===== src/sv/htw_pkg.sv =====
// shared types, codes and helpers of the timer wheel
package htw_pkg;

  localparam int DEF_NEAR_BITS  = 8;
  localparam int DEF_FAR_BITS   = 6;
  localparam int DEF_MAX_TIMERS = 32;
  localparam int CQ_DEPTH       = 2;
  localparam int OQ_DEPTH       = 2;

  typedef enum logic [2:0] {
    CMD_ADD    = 3'd0,
    CMD_ADJUST = 3'd1,
    CMD_REMOVE = 3'd2,
    CMD_QUERY  = 3'd3,
    CMD_TICK   = 3'd4
  } cmd_code_t;

  typedef enum logic [2:0] {
    K_ADD  = 3'd0,
    K_ADJ  = 3'd1,
    K_REM  = 3'd2,
    K_QRY  = 3'd3,
    K_EXP  = 3'd4,
    K_DONE = 3'd5
  } kind_t;

  typedef enum logic [2:0] {
    OP_ADD,
    OP_ADD_BAD,
    OP_ADJ,
    OP_REM,
    OP_QRY,
    OP_TICK
  } op_t;

  typedef struct packed {
    op_t         op;
    logic        h_ok;
    logic [4:0]  handle;
    logic [31:0] per;
    logic [31:0] cnt;
    logic [31:0] tag;
  } cmd_t;

  typedef struct packed {
    kind_t       kind;
    logic        ok;
    logic [4:0]  handle;
    logic [31:0] tag;
    logic [31:0] count;
    logic        fired;
    logic        last;
  } res_t;

  typedef enum logic [4:0] {
    S_CLEAR,
    S_IDLE,
    S_ADJ1,
    S_ADJ2,
    S_QRY1,
    S_REM_DONE,
    S_DET0,
    S_DET1,
    S_DET2,
    S_DET3,
    S_PLACE,
    S_APP1,
    S_APP2,
    S_TICK,
    S_CAS_START,
    S_CAS_TAKE,
    S_CAS_RD,
    S_CAS_PL,
    S_CAS_STEP,
    S_CAS_NEXT,
    S_EXP_START,
    S_EXP_TAKE,
    S_EXP_RD,
    S_EXP_EV,
    S_EXP_RE,
    S_EXP_STEP,
    S_DONE,
    S_EMIT
  } st_t;

  function automatic res_t mk_res(kind_t k, logic ok, logic [4:0] h, logic [31:0] tag,
                                  logic [31:0] cnt, logic fired, logic last);
    res_t r;
    r.kind   = k;
    r.ok     = ok;
    r.handle = h;
    r.tag    = tag;
    r.count  = cnt;
    r.fired  = fired;
    r.last   = last;
    return r;
  endfunction

endpackage


===== src/sv/htw_outq.sv =====
// result queue between the engine and the result ports
module htw_outq (
  input  logic          clk,
  input  logic          rst,
  input  logic          wr,
  input  htw_pkg::res_t wr_item,
  output logic          full,
  output logic          empty,
  input  logic          rd,
  output htw_pkg::res_t rd_item
);
  import htw_pkg::*;

  localparam int PTRW = (OQ_DEPTH > 1) ? $clog2(OQ_DEPTH) : 1;

  res_t            q [OQ_DEPTH];
  logic [PTRW-1:0] wp, rp;
  logic [PTRW:0]   cnt;
  logic            do_rd;

  assign full    = cnt == (PTRW+1)'(OQ_DEPTH);
  assign empty   = cnt == '0;
  assign rd_item = q[rp];
  assign do_rd   = rd && !empty;

  always_ff @(posedge clk) begin
    if (wr) begin
      q[wp] <= wr_item;
    end
  end

  always_ff @(posedge clk) begin
    if (rst) begin
      wp  <= '0;
      rp  <= '0;
      cnt <= '0;
    end else begin
      if (wr) begin
        wp <= (wp == PTRW'(OQ_DEPTH - 1)) ? '0 : wp + 1'b1;
      end
      if (do_rd) begin
        rp <= (rp == PTRW'(OQ_DEPTH - 1)) ? '0 : rp + 1'b1;
      end
      cnt <= cnt + (PTRW+1)'(wr) - (PTRW+1)'(do_rd);
    end
  end

endmodule


===== config.mk =====
export PLATFORM = sky130hd
export DESIGN_NAME = htw_outq
export DESIGN_NICKNAME = d
export VERILOG_FILES = /design/src/sv/htw_pkg.sv /design/src/sv/htw_outq.sv
export SDC_FILE = /design/constraint.sdc
export NUM_CORES = 1
export LEC_CHECK = 0
export ABC_AREA = 1
export BUFFER_PORTS_ARGS = -buffer_cell sky130_fd_sc_hd__buf_2
export CAP_MARGIN = 20
export CORE_MARGIN = 1
export CORE_UTILIZATION = 40
export DETAILED_ROUTE_END_ITERATION = 7
export GPL_ROUTABILITY_DRIVEN = 1
export GPL_TIMING_DRIVEN = 0
export PLACE_DENSITY = 0.66
export RECOVER_POWER = 25
export SYNTH_ARGS = -nofsm -noshare
export SYNTH_HDL_FRONTEND = slang
export SYNTH_SLANG_ARGS = --single-unit

===== constraint.sdc =====
create_clock -name clk -period 4.3 [get_ports clk]
set_input_delay 0.43 -clock clk [delete_from_list [all_inputs] [get_ports clk]]
set_output_delay 0.43 -clock clk [all_outputs]
set_load 0.005 [all_outputs]

# After elaboration in Yosys (flattened, before gate mapping)
# Memory sizes are Yosys's and may differ from the RTL's. A register that Yosys moved wholly into a read port is not among the register bits.
# Cells that the tools add are included.
word_totals:
  regBits: 4
  ramBits: 150
  elab_cells: 18
  n_memories: 1
op_classes:
  addsub: 4
  n_eq_ne: 1
  n_mux: 6
  reduce_logical: 3
memory_table:
  columns: ["memory", "depth", "word_bits", "rd", "rd_clocked_by_memory_dff", "wr", "line", "text"]
  rows:
  - ["q", 2, 75, 1, 1, 1, "htw_outq.sv:16", "res_t q [OQ_DEPTH];"]
ops:
  columns: ["operator", "n"]
  rows:
  - ["$mux W1", 6]
  - ["$add A1 B1 Y1 const B", 2]
  - ["$add A2 B1 Y2", 1]
  - ["$eq A2 B2 Y1 const B", 1]
  - ["$logic_not A2 Y1", 1]
  - ["$sub A2 B1 Y2", 1]
  - ["$logic_and A1 B1 Y1", 1]
  - ["$logic_not A1 Y1", 1]

# Logic depth before layout (Yosys ltp)
logic_depth:
  depth_word: 5
  depth_mapped: 10

# Worst setup path before layout
# Ideal clock, no wire load.
synth_path:
  path_type: "input to register"
  from: "input wr"
  to: "memory q[0][0] (netlist name) (enable)"
  setup_time_ps: 511
  arrival_time_ps: 3613
  t_required_ps: 3789
  setup_slack_ps: 176
  path_stages: 2
  path_buffers: 0
  cell_sequence: "inv_1 nor2_1"
synth_via:
  elab_chain_len: 2
synth_lines:
  columns: ["element", "line", "text"]
  rows:
  - ["start, declared", "htw_outq.sv:5", "input logic wr,"]
  - ["$mux W1", "htw_outq.sv:27", "if (wr) begin"]
  - ["$mux W1 (not written as such)", "htw_outq.sv:28", "q[wp] <= wr_item;"]
  - ["end, declared", "htw_outq.sv:16", null]
# Every way passes these cells.

==> metrics.txt <==
starting density of the core 0.415; Syn Nets 351; wire per inst 15.4 um; P_leak 2.96 nW; CTS Buf Count 17; Post-Syn Area per Cell 21.7 sq um; dominant cell type by area after synthesis edfxtp_1; reg2reg path depth 3; post-route ant nets 0; Die H 123 um; most frequent cells in the layout buf_2 (150), edfxtp_1 (150), mux2_4 (50); unrepaired setup endpoints after global routing no; layout net count 528; gpl congestion 0.709; initial drt markers 96; Non-Filler Instances 637; layout cell share with drive strength beyond 1 0.571; CP Class register to primary output; TritonRoute pass-1 iters 4; Critical Path RT 3870 ps; DRC Markers 0; Final setup viols 0; clock sinks 155; Post-Route WL 9.84 mm; ant diodes 0; final hold vios 0; max-slew violations 0; Yosys top cell area share 0.769; first-pass GRT wire length 14.8 mm; Final Cell Area 7510 sq um; dpl hpwl 6.63 mm; via count 2922; final period utilization 0.471; initial antenna violation count 0; Rel. slew slack 0.550; Seq/Total Area, Yosys 0.786; Worst setup SP type register; # Post-CTS Setup Buffers 0; Final min period 2030 ps; CTS max path bufs 2; clock root cell clkbuf_16; Max-Cap Viols 0; Core Area 14100 sq um; PostCTS Resize Cnt 0; maximum vdd drop 0.286 mV; Area Growth Syn to Fin 28.2%; die footprint 15100 sq um; Vias/cell 4.59; PortBufs 155; Die Span X 123 um; io pins 156; DP Area 6940 sq um; arrival time at the worst endpoint 1600 ps; vias in the first global route 3157; FP Rows 43; Clock Skew 7.57 ps; CTS H-Tree Depth 4; Mapped Area 5860 sq um; Yosys reg bits 155; Hold Crit Class input port to register; Mapped Cells 270; Slew @ Worst Pin 673 ps; Placed Cells 608; power per cell area 535 nW/um^2; grt total ovfl 0; WHS Path Cells 2; Reg clk slew, reported paths 60 ps; Overall Global Routing Usage 0.136; Worst-Skew Late Latency 410 ps; CP max FO 10; hold_buf cts 0; Synth cell types 13; CP endpoint kind primary output; TritonCTS clock tree yes; outcome completed; pin count of the biggest net entering global routing 68; Synth area leaders edfxtp_1 (77%), mux2_4 (13%), mux2_2 (4.8%), dfxtp_1 (1.7%), buf_6 (1.2%); Fmax 494 MHz; Yosys warnings 0
## metal layers
layer  global-route usage  vias to the layer above  routed length [um]
met5                    0                        -                   0
met4               0.0745                        0                 177
met3               0.0517                       14                 668
met2                0.232                      102                5030
met1                0.146                     1411                3970
li1                     -                     1395                   -
## power breakdown
part / switching [mW] / internal [mW]
Sequential: 0.0254 / 1.76
Clock: 0.525 / 0.954
Combinational: 0.328 / 0.426
Total: 0.878 / 3.14
## path summary, 6_finish.rpt
| path | start | endpoint | slack (ps) |
|---|---|---|---|
| min reg2reg | rp | register | 510 |
| min | rst | cnt[0] | 200 |
| max reg2reg | wp | q[0][14] | 2560 |
| max | register | rd_item[15] | 2270 |
## stage by stage
| stage | setup slack (ps) | setup TNS [ps] | total power, mW | utilization | hold slack (ps) |
|---|---|---|---|---|---|
| after detailed placement | 2280 | 0 | 2.59 | 0.492 | 503 |
| after global routing | 2190 | 0 | 4.19 | 0.533 | 185 |
| final | 2270 | 0 | 4.02 | 0.533 | 200 |
| after floorplan | 176 | 0 | 2.31 | - | 467 |
| after global placement | -1850 | -138270 | 2.57 | 0.487 | 489 |
| after CTS | 2220 | 0 | 4.08 | 0.533 | 182 |
## cell families (layout without fill, tap and decap cells)
| family | after synthesis | in the layout | share of synthesized area |
|---|---|---|---|
| and+or+nand+nor | 19 | 19 | 0.0128 |
| AOI/OAI and AO/OA | 1 | 1 | 0.000854 |
| adders and majority gates | 2 | 2 | 0.00427 |
| buffers and inverters | 18 | 205 | 0.0197 |
| DFF | 155 | 155 | 0.786 |
| muxes | 75 | 75 | 0.176 |
## registers in the layout (all words and copies together), names as in the netlist, named ones only
signal and count:
q 150, cnt 2, rp 1, wp 1
## cell type report
type | instances | area [sq um]
fill | 1174 | 6590
sequential | 155 | 4600
multi-input combinational | 97 | 1140
timing repair buffer | 158 | 835
clock buffer | 19 | 433
tap | 180 | 225
clock inverter | 10 | 151
buffer | 8 | 77.6
inverter | 10 | 40.0
## cells in the mapped netlist (all sizes together)
library cell	number
nand2	6
edfxtp	150
a21oi	1
mux2	75
ha	2
inv	10
nor2	10
nand3	2
buf	8
nor3	1
dfxtp	5
## worst max-delay path, stage by stage, from the launching register on
cell	delay, ps
dfxtp_1	350
buf_6	190
buf_6	200
mux2_4	320
buf_2	130
No activity file was read; power rests on OpenSTA's default activity.
